<file path="config.mk">
export PLATFORM = sky130hd
export DESIGN_NAME = timed_release_packet_queue
export DESIGN_NICKNAME = d
export VERILOG_FILES = /design/src/rtl/trpq_pkg.sv /design/src/rtl/trpq_dp.sv /design/src/rtl/trpq_ctrl.sv /design/src/rtl/timed_release_packet_queue.sv
export VERILOG_INCLUDE_DIRS = /design/src /design/src/rtl
export SDC_FILE = /design/constraint.sdc
export NUM_CORES = 2
export LEC_CHECK = 0
export ABC_AREA = 1
export BUFFER_PORTS_ARGS = -buffer_cell sky130_fd_sc_hd__buf_2
export CORE_MARGIN = 2
export CORE_UTILIZATION = 35
export CTS_CLUSTER_SIZE = 40
export DETAILED_ROUTE_END_ITERATION = 7
export SLEW_MARGIN = 20
export SYNTH_ARGS = -nofsm -noshare
export SYNTH_HDL_FRONTEND = slang
export SYNTH_SLANG_ARGS = --single-unit
</file>
<file path="constraint.sdc">
create_clock -name clk_i -period 19.05 [get_ports clk_i]
set_input_delay 1.905 -clock clk_i [delete_from_list [all_inputs] [get_ports clk_i]]
set_output_delay 1.905 -clock clk_i [all_outputs]
set_load 0.1 [all_outputs]
</file>
<file path="src/rtl/assert_macros.svh">
// Assertion macros used by the queue's top-level RTL file.
`ifndef ASSERT_MACROS_SVH
`define ASSERT_MACROS_SVH

// Check a property on every rising clock edge outside reset.
`define TRPQ_ASSERT(lbl, prop) \
  lbl: assert property (@(posedge clk_i) disable iff (!rst_ni) (prop)) \
    else $error("trpq assertion failed");

// Check that a condition implies a consequence in the same cycle.
`define TRPQ_ASSERT_IMP(lbl, ante, cons) \
  lbl: assert property (@(posedge clk_i) disable iff (!rst_ni) (ante) |-> (cons)) \
    else $error("trpq implication failed");

// Check that a condition implies a consequence in the next cycle.
`define TRPQ_ASSERT_NEXT(lbl, ante, cons) \
  lbl: assert property (@(posedge clk_i) disable iff (!rst_ni) (ante) |=> (cons)) \
    else $error("trpq sequence failed");

`endif

</file>
<file path="src/rtl/trpq_pkg.sv">
// Package: sizes, codes and controller/datapath interface types of the queue.
`default_nettype none

package trpq_pkg;

  localparam int unsigned QUEUE_DEPTH = 16;
  localparam int unsigned IDX_W       = $clog2(QUEUE_DEPTH);
  localparam int unsigned CNT_W       = $clog2(QUEUE_DEPTH + 1);
  localparam int unsigned TIME_W      = 48;
  localparam int unsigned TAG_W       = 16;
  localparam int unsigned LEN_W       = 16;

  typedef enum logic {
    CMD_INSERT = 1'b0,
    CMD_TICK   = 1'b1
  } cmd_e;

  typedef enum logic [1:0] {
    KIND_ACCEPTED = 2'd0,
    KIND_REJECTED = 2'd1,
    KIND_RELEASED = 2'd2,
    KIND_DROPPED  = 2'd3
  } kind_e;

  typedef struct packed {
    logic [TIME_W-1:0] release_t;
    logic [TIME_W-1:0] deadline;
    logic [TAG_W-1:0]  tag;
    logic [LEN_W-1:0]  length;
  } entry_t;

  // Commands from the controller to the datapath.
  typedef struct packed {
    logic capture;     // latch the input transfer
    logic scan_start;  // clear scan and compaction pointers
    logic ins_commit;  // append (or reject) and load the result
    logic rd_issue;    // read the entry under the scan pointer
    logic ev_keep;     // move the evaluated entry down to the keep pointer
    logic ev_remove;   // emit any pending result, park the evaluated entry
    logic flush;       // emit the pending result as final
    logic finish;      // commit the new count, clear the pending slot
  } trpq_cmd_t;

  // Status from the datapath to the controller.
  typedef struct packed {
    logic             count_zero;
    logic [CNT_W-1:0] count;
    logic             scan_last;
    logic             hit_remove;
    logic             pend_valid;
    logic             out_free;
  } trpq_sts_t;

endpackage

`default_nettype wire

</file>
<file path="src/rtl/trpq_dp.sv">
// Datapath: descriptor memory, scan/compaction pointers, pending and output registers.
`default_nettype none

module trpq_dp (
  input  wire logic                            clk_i,
  input  wire logic                            rst_ni,
  input  wire trpq_pkg::trpq_cmd_t             cmd_i,
  output trpq_pkg::trpq_sts_t                  sts_o,
  input  wire logic [trpq_pkg::TIME_W-1:0]     release_time_i,
  input  wire logic [trpq_pkg::TIME_W-1:0]     drop_time_i,
  input  wire logic [trpq_pkg::TAG_W-1:0]      tag_i,
  input  wire logic [trpq_pkg::LEN_W-1:0]      length_i,
  input  wire logic [trpq_pkg::TIME_W-1:0]     now_time_i,
  output logic                                 out_valid_o,
  input  wire logic                            out_stall_i,
  output logic [1:0]                           kind_o,
  output logic [trpq_pkg::TAG_W-1:0]           tag_res_o,
  output logic [trpq_pkg::LEN_W-1:0]           length_res_o,
  output logic                                 last_o
);

  trpq_pkg::entry_t mem_q [trpq_pkg::QUEUE_DEPTH];
  trpq_pkg::entry_t rd_data_q;
  trpq_pkg::entry_t in_q;
  logic [trpq_pkg::TIME_W-1:0] now_q;

  logic [trpq_pkg::CNT_W-1:0] count_q, count_d;
  logic [trpq_pkg::IDX_W-1:0] rd_idx_q, rd_idx_d;
  logic [trpq_pkg::CNT_W-1:0] wr_idx_q, wr_idx_d;

  logic                        pend_valid_q, pend_valid_d;
  trpq_pkg::kind_e             pend_kind_q;
  logic [trpq_pkg::TAG_W-1:0]  pend_tag_q;
  logic [trpq_pkg::LEN_W-1:0]  pend_len_q;

  logic                        out_valid_q, out_valid_d;
  trpq_pkg::kind_e             out_kind_q;
  logic [trpq_pkg::TAG_W-1:0]  out_tag_q;
  logic [trpq_pkg::LEN_W-1:0]  out_len_q;
  logic                        out_last_q;

  logic                        full;
  logic                        hit_drop;
  logic                        hit_release;
  logic                        wr_en;
  logic [trpq_pkg::IDX_W-1:0]  wr_addr;
  trpq_pkg::entry_t            wr_data;
  logic                        out_load;

  assign full        = (count_q == trpq_pkg::CNT_W'(trpq_pkg::QUEUE_DEPTH));
  assign hit_drop    = (rd_data_q.deadline != '0) && (rd_data_q.deadline < now_q);
  assign hit_release = (rd_data_q.release_t < now_q);

  assign sts_o.count_zero = (count_q == '0);
  assign sts_o.count      = count_q;
  assign sts_o.scan_last  =
    ((trpq_pkg::CNT_W'(rd_idx_q) + trpq_pkg::CNT_W'(1)) == count_q);
  assign sts_o.hit_remove = hit_drop || hit_release;
  assign sts_o.pend_valid = pend_valid_q;
  assign sts_o.out_free   = !out_valid_q || !out_stall_i;

  // One write port: append on insert, compaction move during a scan.
  always_comb begin
    wr_en   = 1'b0;
    wr_addr = wr_idx_q[trpq_pkg::IDX_W-1:0];
    wr_data = rd_data_q;
    if (cmd_i.ins_commit && !full) begin
      wr_en   = 1'b1;
      wr_addr = count_q[trpq_pkg::IDX_W-1:0];
      wr_data = in_q;
    end else if (cmd_i.ev_keep) begin
      wr_en = 1'b1;
    end
  end

  always_ff @(posedge clk_i) begin
    if (wr_en) begin
      mem_q[wr_addr] <= wr_data;
    end
    if (cmd_i.rd_issue) begin
      rd_data_q <= mem_q[rd_idx_q];
    end
  end

  always_comb begin
    count_d      = count_q;
    rd_idx_d     = rd_idx_q;
    wr_idx_d     = wr_idx_q;
    pend_valid_d = pend_valid_q;
    if (cmd_i.ins_commit && !full) begin
      count_d = count_q + trpq_pkg::CNT_W'(1);
    end
    if (cmd_i.scan_start) begin
      rd_idx_d = '0;
      wr_idx_d = '0;
    end
    if (cmd_i.ev_keep || cmd_i.ev_remove) begin
      rd_idx_d = rd_idx_q + trpq_pkg::IDX_W'(1);
    end
    if (cmd_i.ev_keep) begin
      wr_idx_d = wr_idx_q + trpq_pkg::CNT_W'(1);
    end
    if (cmd_i.ev_remove) begin
      pend_valid_d = 1'b1;
    end
    if (cmd_i.finish) begin
      count_d      = wr_idx_q;
      pend_valid_d = 1'b0;
    end
  end

  assign out_load = cmd_i.ins_commit || (cmd_i.ev_remove && pend_valid_q) || cmd_i.flush;

  always_comb begin
    out_valid_d = out_valid_q && out_stall_i;
    if (out_load) begin
      out_valid_d = 1'b1;
    end
  end

  always_ff @(posedge clk_i or negedge rst_ni) begin
    if (!rst_ni) begin
      count_q      <= '0;
      rd_idx_q     <= '0;
      wr_idx_q     <= '0;
      pend_valid_q <= 1'b0;
      out_valid_q  <= 1'b0;
    end else begin
      count_q      <= count_d;
      rd_idx_q     <= rd_idx_d;
      wr_idx_q     <= wr_idx_d;
      pend_valid_q <= pend_valid_d;
      out_valid_q  <= out_valid_d;
    end
  end

  // Payload registers: no reset needed.
  always_ff @(posedge clk_i) begin
    if (cmd_i.capture) begin
      in_q.release_t <= release_time_i;
      in_q.deadline  <= drop_time_i;
      in_q.tag       <= tag_i;
      in_q.length    <= length_i;
      now_q          <= now_time_i;
    end
    if (cmd_i.ev_remove) begin
      pend_kind_q <= hit_drop ? trpq_pkg::KIND_DROPPED : trpq_pkg::KIND_RELEASED;
      pend_tag_q  <= rd_data_q.tag;
      pend_len_q  <= rd_data_q.length;
    end
    if (cmd_i.ins_commit) begin
      out_kind_q <= full ? trpq_pkg::KIND_REJECTED : trpq_pkg::KIND_ACCEPTED;
      out_tag_q  <= in_q.tag;
      out_len_q  <= in_q.length;
      out_last_q <= 1'b1;
    end else if (out_load) begin
      out_kind_q <= pend_kind_q;
      out_tag_q  <= pend_tag_q;
      out_len_q  <= pend_len_q;
      out_last_q <= cmd_i.flush;
    end
  end

  assign out_valid_o  = out_valid_q;
  assign kind_o       = out_kind_q;
  assign tag_res_o    = out_tag_q;
  assign length_res_o = out_len_q;
  assign last_o       = out_last_q;

endmodule

`default_nettype wire

</file>
<file path="src/rtl/trpq_ctrl.sv">
// Controller: state machine sequencing inserts and tick scans.
`default_nettype none

module trpq_ctrl (
  input  wire logic                 clk_i,
  input  wire logic                 rst_ni,
  input  wire logic                 in_valid_i,
  output logic                      in_stall_o,
  input  wire logic                 cmd_i,
  input  wire trpq_pkg::trpq_sts_t  sts_i,
  output trpq_pkg::trpq_cmd_t       cmd_o
);

  typedef enum logic [2:0] {
    ST_IDLE,
    ST_INSERT,
    ST_SCAN_RD,
    ST_SCAN_EV,
    ST_FLUSH
  } state_e;

  state_e state_q, state_d;

  assign in_stall_o = (state_q != ST_IDLE);

  always_comb begin
    state_d = state_q;
    cmd_o   = '0;
    unique case (state_q)
      ST_IDLE: begin
        if (in_valid_i) begin
          cmd_o.capture = 1'b1;
          if (cmd_i == trpq_pkg::CMD_INSERT) begin
            state_d = ST_INSERT;
          end else if (!sts_i.count_zero) begin
            cmd_o.scan_start = 1'b1;
            state_d          = ST_SCAN_RD;
          end
        end
      end
      ST_INSERT: begin
        if (sts_i.out_free) begin
          cmd_o.ins_commit = 1'b1;
          state_d          = ST_IDLE;
        end
      end
      ST_SCAN_RD: begin
        cmd_o.rd_issue = 1'b1;
        state_d        = ST_SCAN_EV;
      end
      ST_SCAN_EV: begin
        if (!sts_i.hit_remove) begin
          cmd_o.ev_keep = 1'b1;
          state_d       = sts_i.scan_last ? ST_FLUSH : ST_SCAN_RD;
        end else if (!sts_i.pend_valid || sts_i.out_free) begin
          cmd_o.ev_remove = 1'b1;
          state_d         = sts_i.scan_last ? ST_FLUSH : ST_SCAN_RD;
        end
      end
      ST_FLUSH: begin
        if (!sts_i.pend_valid) begin
          cmd_o.finish = 1'b1;
          state_d      = ST_IDLE;
        end else if (sts_i.out_free) begin
          cmd_o.flush  = 1'b1;
          cmd_o.finish = 1'b1;
          state_d      = ST_IDLE;
        end
      end
      default: state_d = ST_IDLE;
    endcase
  end

  always_ff @(posedge clk_i or negedge rst_ni) begin
    if (!rst_ni) begin
      state_q <= ST_IDLE;
    end else begin
      state_q <= state_d;
    end
  end

endmodule

`default_nettype wire

</file>
<file path="src/rtl/timed_release_packet_queue.sv">
// An insert's result is registered when the insert state commits, later if the result stalls.
// One item at a time: an insert captures and then commits; a tick on an empty queue only captures;
//   otherwise a tick scans its N queued entries, one read and one evaluate step each, then flushes.
// A result stall holds an insert, and holds a scan when a removal or the final flush finds
//   a parked result and a busy output register.
// Reset (rst_ni low, asynchronous) empties the queue; descriptor storage is left as is.
`default_nettype none

`include "assert_macros.svh"

module timed_release_packet_queue (
  input  wire logic                          clk_i,
  input  wire logic                          rst_ni,
  // Command channel
  input  wire logic                          in_valid_i,
  output logic                               in_stall_o,
  input  wire logic                          cmd_i,
  input  wire logic [trpq_pkg::TIME_W-1:0]   release_time_i,
  input  wire logic [trpq_pkg::TIME_W-1:0]   drop_time_i,
  input  wire logic [trpq_pkg::TAG_W-1:0]    tag_i,
  input  wire logic [trpq_pkg::LEN_W-1:0]    length_i,
  input  wire logic [trpq_pkg::TIME_W-1:0]   now_time_i,
  // Result channel
  output logic                               out_valid_o,
  input  wire logic                          out_stall_i,
  output logic [1:0]                         kind_o,
  output logic [trpq_pkg::TAG_W-1:0]         tag_res_o,
  output logic [trpq_pkg::LEN_W-1:0]         length_res_o,
  output logic                               last_o
);

  // Controller and datapath talk only through these two bundles.
  trpq_pkg::trpq_cmd_t dp_cmd;
  trpq_pkg::trpq_sts_t dp_sts;

  // Sequence inserts and scans; the controller owns the input stall.
  trpq_ctrl u_ctrl (
    .clk_i      (clk_i),
    .rst_ni     (rst_ni),
    .in_valid_i (in_valid_i),
    .in_stall_o (in_stall_o),
    .cmd_i      (cmd_i),
    .sts_i      (dp_sts),
    .cmd_o      (dp_cmd)
  );

  // Hold descriptors, compact survivors in place, and register each result.
  // A removed entry is parked until the next removal or the flush so that the final one can carry last.
  trpq_dp u_dp (
    .clk_i          (clk_i),
    .rst_ni         (rst_ni),
    .cmd_i          (dp_cmd),
    .sts_o          (dp_sts),
    .release_time_i (release_time_i),
    .drop_time_i    (drop_time_i),
    .tag_i          (tag_i),
    .length_i       (length_i),
    .now_time_i     (now_time_i),
    .out_valid_o    (out_valid_o),
    .out_stall_i    (out_stall_i),
    .kind_o         (kind_o),
    .tag_res_o      (tag_res_o),
    .length_res_o   (length_res_o),
    .last_o         (last_o)
  );

  // The fill count never passes the queue depth.
  `TRPQ_ASSERT(a_count_bound, dp_sts.count <= trpq_pkg::CNT_W'(trpq_pkg::QUEUE_DEPTH))
  // An insert or flush result is loaded only into a free output register.
  `TRPQ_ASSERT_IMP(a_ins_free, dp_cmd.ins_commit || dp_cmd.flush, dp_sts.out_free)
  // An accepted insert blocks the next transfer.
  `TRPQ_ASSERT_NEXT(a_ins_busy, in_valid_i && !in_stall_o && (cmd_i == trpq_pkg::CMD_INSERT),
                    in_stall_o)
  // No removal stays parked once the block is idle again.
  `TRPQ_ASSERT_IMP(a_idle_no_pend, !in_stall_o, !dp_sts.pend_valid)

endmodule

`default_nettype wire
</file>
After elaboration in Yosys (flattened, before gate mapping)

Memories as Yosys holds them, arrays and structs flattened. A register that Yosys moved wholly into a read port is not among the register bits.
Index checks and enable logic that the tools add are counted.

Bits of input ports: 181
Memory bits (writable): 2048
Memories kept: 1
Register bits after elaboration: 264

Reduce and logical (&&, ||, !) cells: 24
Order comparisons: 2
Add/subtract/negate cells: 4
Eq/ne operators: 9
Multiplexer cells: 47

Memories:

| name       | words | width | rd ports | clocked after memory_dff | write ports | line          | RTL |
|---|---|---|---|---|---|---|---|
| u_dp.mem_q | 16    | 128   | 1        | 1                        | 1           | trpq_dp.sv:22 | `trpq_pkg::entry_t mem_q [trpq_pkg::QUEUE_DEPTH];` |

Operators with widths:

| kind                                                            | number |
|---|---|
| 128-bit 2-to-1 mux                                              | 1 |
| 48-bit less-than comparator                                     | 2 |
| 16-bit 2-to-1 mux                                               | 4 |
| 48-bit nonzero test                                             | 1 |
| 3-bit 2-to-1 mux                                                | 8 |
| 5-bit 2-to-1 mux                                                | 4 |
| 1-bit 2-to-1 mux                                                | 19 |
| 3-bit one-hot mux with 5 select lines                           | 1 |
| 2-bit 2-to-1 mux                                                | 7 |
| 4-bit 2-to-1 mux                                                | 3 |
| 5-bit by 1-bit adder with 5-bit output, second input constant   | 2 |
| 2-bit nonzero test                                              | 5 |
| 3-bit by 2-bit == test with 1-bit output, second input constant | 2 |
| 1-bit logical OR                                                | 6 |
| 3-bit != test, second input constant                            | 2 |
| 4-bit by 1-bit adder with 5-bit output, second input constant   | 1 |
| 5-bit == test                                                   | 1 |
| 5-bit == test, second input constant                            | 1 |
| 5-bit zero test                                                 | 1 |
| 4-bit by 1-bit adder with 4-bit output, second input constant   | 1 |
| 1-bit logical AND                                               | 4 |
| 1-bit zero test                                                 | 4 |
| 3-bit by 1-bit == test with 1-bit output, second input constant | 1 |
| 3-bit == test, second input constant                            | 1 |
| other kinds (4)                                                 | 4 |

Longest topological paths before layout

Depth in word-level cells: 11
Mapped depth: 17
Gate-level depth less buffers: 16

Hierarchy

From an unflattened synthesis, not the netlist that was laid out.

Cells, all modules: 7245
Area total of the unflattened synthesis: 96102.2 um2

By module, submodules not included:

| module    | sequential area each (um2) | cells each | area each (um2) | times used |
|---|---|---|---|---|
| trpq_dp   | 73060.1                    | 7196       | 95813.1         | 1 |
| trpq_ctrl | 75.1                       | 49         | 289.0           | 1 |

Worst setup path before layout

OpenSTA, ideal clock, no wires.

Kind: register -> register
Start point: reg u_ctrl.state_q[2]
End point: reg u_ctrl.state_q[1]
Clock period less this slack: 10.284 ns
Path slack: 8.766 ns
Cell stages (with the launch flop): 5
Path buffers: 0
Arrival: 10.201 ns
Cell sequence: dfrtp_1 nor3_1 or2_2 a21oi_1 o21ai_0

Cells in the longest elaborated chain, start to end: 3
Elaborated cells on any way between the ends: 10
Classes of those cells: eq/ne (7); mux (1); reduce/logical (2)

Ends and longest elaborated chain:

| what                                                                        | line            | RTL |
|---|---|---|
| from (decl)                                                                 | trpq_ctrl.sv:22 | `state_e state_q, state_d;` |
| from (signal assigned)                                                      | trpq_ctrl.sv:78 | `state_q <= state_d;` |
| 3-bit by 2-bit == test with 1-bit output or 3-bit zero test (tied branches) | trpq_ctrl.sv:29 | `unique case (state_q)` |
| 3-bit != test (no source line) or 2-bit != test (tied branches)             | n/a             |  |
| 3-bit AND reduction (no source line)                                        | n/a             |  |

Several ways; a longest one is shown, not always the timed one.
A chain may end at the register's enable or synchronous reset.

Worst setup path in the final report

Start point: in out_stall_i
End point: mem u_dp.mem_q[10][54] in the netlist's numbering (enable)

Cells in the longest elaborated chain, start to end: 8
Elaborated cells on any way between the ends: 9
Classes of those cells: mux (6); reduce/logical (3)

Ends and longest elaborated chain:

| what                                   | line                             | RTL |
|---|---|---|
| from (decl)                            | timed_release_packet_queue.sv:25 | `input wire logic out_stall_i,` |
| 1-bit zero test (*)                    | trpq_dp.sv:60                    | `assign sts_o.out_free = !out_valid_q \|\| !out_stall_i;` |
| 1-bit logical OR (*)                   | trpq_dp.sv:60                    |  |
| 1-bit 2-to-1 mux (*)                   | trpq_ctrl.sv:42                  | `if (sts_i.out_free) begin` |
| 1-bit 2-to-1 mux (*)                   | trpq_ctrl.sv:29                  |  |
| 1-bit logical AND (*)                  | trpq_dp.sv:67                    | `if (cmd_i.ins_commit && !full) begin` |
| 1-bit 2-to-1 mux                       | trpq_dp.sv:67                    |  |
| 1-bit 2-to-1 mux                       | trpq_dp.sv:77                    | `if (wr_en) begin` |
| 1-bit 2-to-1 mux (not written as such) | trpq_dp.sv:78                    | `mem_q[wr_addr] <= wr_data;` |
| to (decl)                              | trpq_dp.sv:22                    |  |

Every way passes the cells marked *; elsewhere a longest branch is shown, timed or not.

==> out/results.md <==
### Power and ir drop
* 0.03521 uW — static leakage
* 0.1356 mV — Max VDD drop
* 167.4 mW/mm2 — power density normalized to cell area

### Die
* 0.2745 mm2 — die area
* 524.0 um — die outline width
* 0.2684 mm2 — area of the placeable core
* 190 — site row count
* 218 — top-level I/O count
* 35.25% — starting utilization of the core area
* 524.0 um — y dimension of the die

### Placed design
* 0.09928 mm2 — instance area after placement
* 217 — port buffer count
* 10.20k — cell count after placement
* 11.61 ns — worst slack, placed
* 0.8167 — final estimated routing congestion in global placement
* 143100 um — estimated wirelength of the detail-placed design

### STA
* 0 — count of final hold-check violations
* 0 ns — setup total negative slack
* 6.500 ns — Period minus WS final
* 0 — number of max-slew violations in the final report
* 34.12% — Final Cycle Share
* 1.225 ns — slew at the pin closest to its max-slew limit
* 0 — number of setup violations in the final report
* 0.09022 ns — clock tree skew after final layout
* 18.36% — remaining max-slew budget at the tightest pin
* no — unrepaired setup endpoints after global routing
* 12.55 ns — worst-case setup margin in the final layout
* 153.8 MHz — peak clock frequency supported by timing

### Clock tree
* 0.06 ns — clock slew at the register clock pins of the worst setup and hold paths
* 0.93 ns — latest clock arrival within the worst-skew pair
* 0 — Resized Gates After CTS
* 0 — postcts setup bufs
* 4 — number of H-tree levels
* 0 — total of hold buffers inserted after clock tree synthesis
* 4 — clock tree buffer depth
* 244 — total CTS buffers
* 2439 — Num Clock Sinks
* done — CTS tree
* clkbuf_16 — clock root buffer master

### Drt
* 59.85k — via count of the routed design
* 6 — number of iterations in the first detailed-routing pass
* 0 — number of nets with antenna violations after detailed routing
* 26.61 um — average wire per standard cell
* 0 — post-route DRC violation count
* 283300 um — routed wire length
* 8016 — starting DRC count in detailed routing
* 5.622 — drt via density

### Global routing
* 57.07k — via count of the first global-routing pass
* 0 — sum of overflow across all layers after global routing
* 214 — pin count of the biggest net entering global routing
* 21 — initial antenna violation count
* 401200 um — global-route wire length before repair
* 19.91% — global-route total usage across every layer

### Worst setup path
* in2reg — worst setup path class
* 12.85 ns — internal reg-to-reg setup slack
* buf_2, nand2_1, inv_1, nor2_8, o21ai_4, nand2_1, o21ai_1, nor2_1, nand2_1, nor2_4, buf_4, buf_4, buf_4 — critical path, cell by cell
* 7.02 ns — crit path DAT
* 1.00 ns — largest incremental delay on the critical path
* 5 — WP buf/inv
* 19.57 ns — data required time at the worst endpoint
* input port — category of the worst setup path launch point
* buf_4 — slowest cell on the critical path
* 13 — number of logic stages on the critical path including buffering
* 14 — count of cells along the worst register-to-register path
* buffers and inverters — cell family contributing the most delay on the critical path
* 47 — critical-path maximum fanout
* flip-flop — Crit. End Element

### Finish
* edfxtp_1 (2419), nand2_1 (883), o21ai_0 (788), nor2_1 (705), a21oi_1 (560) — commonest cells after routing, fill and taps aside
* 10.65k — number of standard cells in the final layout excluding fillers
* 13.03% — post-synthesis to final-layout area growth
* 24.53k — filler cell count in the final layout
* 7173 — layout net count
* 0.1070 mm2 — Design Area, Final
* 39.85% — core occupancy in the finished layout
* edfxtp_1 — commonest non-fill, non-tap cell in the layout
* 9.927% — ratio of cells with drive above 1 in the final layout

### Logic synthesis
* 2439 — number of synthesized register bits
* 7043 — number of nets in the synthesized netlist
* 6764 — Synth Instances
* 77.29% — sequential cell area fraction in the yosys report
* 0 — synthesis warning total
* 0.09462 mm2 — Mapped Area
* 13.99 um2 — Avg Inst Size Synth
* 40 — post-synthesis cell type count

### Run status
* complete, no violations — status

### Min path
* 0 — depth of the worst hold-timing path
* reg2reg — class of the tightest hold or removal check

### Job
* 0 — max-capacitance violation count

[kinds of logic after synthesis]
group | count (synthesis) | synth area share, %
DFF | 2439 | 77.29
AOI/OAI and AO/OA | 2004 | 12.02
and+or+nand+nor | 1665 | 6.750
buffers and inverters | 550 | 2.557
adders and majority gates | 98 | 1.296
xor gates and xnor gates | 8 | 0.08199
[synthesized netlist by cell type]
cell         n  area share [%]
a31oi_1      2           0.013
nand2_1    883             3.5
dfrtp_1     19            0.50
nand2_4      1           0.012
inv_4        1          0.0066
clkbuf_1   228            0.90
or2_2        3           0.020
xor2_2       1           0.017
nand2_2      2           0.013
inv_1      112            0.44
o21bai_1     3           0.024
o21a_1       4           0.032
xnor2_1      1          0.0093
o221ai_1   258             2.4
inv_2        4           0.016
buf_1       20           0.079
nor2_4       1           0.012
o32ai_1      1          0.0093
o21ai_2      2           0.019
nor2_8       1           0.021
buf_6        9            0.11
o21ai_4      1           0.017
a21oi_1    560             3.0
nand3_1     22            0.12
nand4_1     17            0.11
o21ai_0    789             4.2
edfxtp_1  2419              77
buf_2      150            0.79
ha_1        98             1.3
nand3_2      1           0.011
buf_4       26            0.21
o211ai_1     1          0.0079
nor2_1     722             2.9
o21ai_1    121            0.64
a21o_1       4           0.032
nor2_2       2           0.013
nor3_1      10           0.053
xor2_1       6           0.056
dfxtp_1      1           0.021
o22ai_1    258             1.7
[flip-flops by register name, indices dropped and copies added (netlist names)]
signal and flops:
u_dp.kind_o 2, u_dp.wr_idx_q 5, u_ctrl.state_q 3, u_dp.length_res_o 16, u_dp.last_o 1, u_dp.pend_len_q 16, u_dp.pend_valid_q 1, u_dp.out_valid_o 1
u_dp.now_q 48, u_dp.rd_idx_q 4, u_dp.pend_tag_q 16, u_dp.count_q 5, u_dp.rd_data_q 128, u_dp.tag_res_o 16, u_dp.in_q 128, u_dp.pend_kind_q 1
u_dp.mem_q 2048
[per-stage QoR]
| step | power (uW) | hold WS [ns] |
|---|---|---|
| final | 17900 | 0.4501 |
| after CTS | 17900 | 0.4487 |
| after detailed placement | 13290 | 0.4342 |
| after global routing | 18660 | 0.4554 |
| after floorplan | 11450 | 0.4268 |
| after global placement | 13150 | 0.4321 |
[power breakdown]
part           switching [uW]  leakage (uW)  internal (uW)
sequential                433        0.0222           7740
clock                    2040       0.00371           2590
combinational            3970       0.00931           1120
[path summary, 6_finish.rpt]
| check | startpoint | end |
|---|---|---|
| worst min-delay path | u_dp.rd_data_q[18] | u_dp.pend_tag_q[2] |
| max in group asynchronous | rst_ni | u_dp.rd_idx_q[1] |
| min in group asynchronous | rst_ni | u_dp.wr_idx_q[1] |
| worst max register to register | u_dp.rd_data_q[75] | u_dp.mem_q[10][54] |
| worst max-delay path | out_stall_i | u_dp.mem_q[10][54] |
| worst min register to register | u_dp.rd_data_q[18] | u_dp.pend_tag_q[2] |
[worst register-to-register path: cells and delay by family, from the launching register on]
kind,cells,cell delay [ns]
simple gates,10,2.52
flops,1,0.47
fa+ha+maj,1,0.36
buf+inv,3,2.47
[area by class of cell]
class	instances	area [um2]	share of cell area (%)
multi-input combinational	3775	19220	17.97
inverter	117	480.5	0.4492
tap	3552	4444	4.155
timing repair buffer	317	2031	1.899
antenna	2	5.005	0.004679
sequential	2439	73150	68.39
clock buffer	297	6345	5.932
clock inverter	147	1277	1.194
[metal layers]
| layer | vias up | GRT usage (%) | part of all wire, % |
|---|---|---|---|
| met5 | - | 0 | 0.012 |
| met4 | 6 | 6.647 | 3.4 |
| met3 | 488 | 3.166 | 9.6 |
| met2 | 3349 | 31.87 | 47 |
| met1 | 30267 | 27.65 | 40 |
| li1 | 25742 | - | - |
Note: power is estimated with default switching activity, not from simulation.
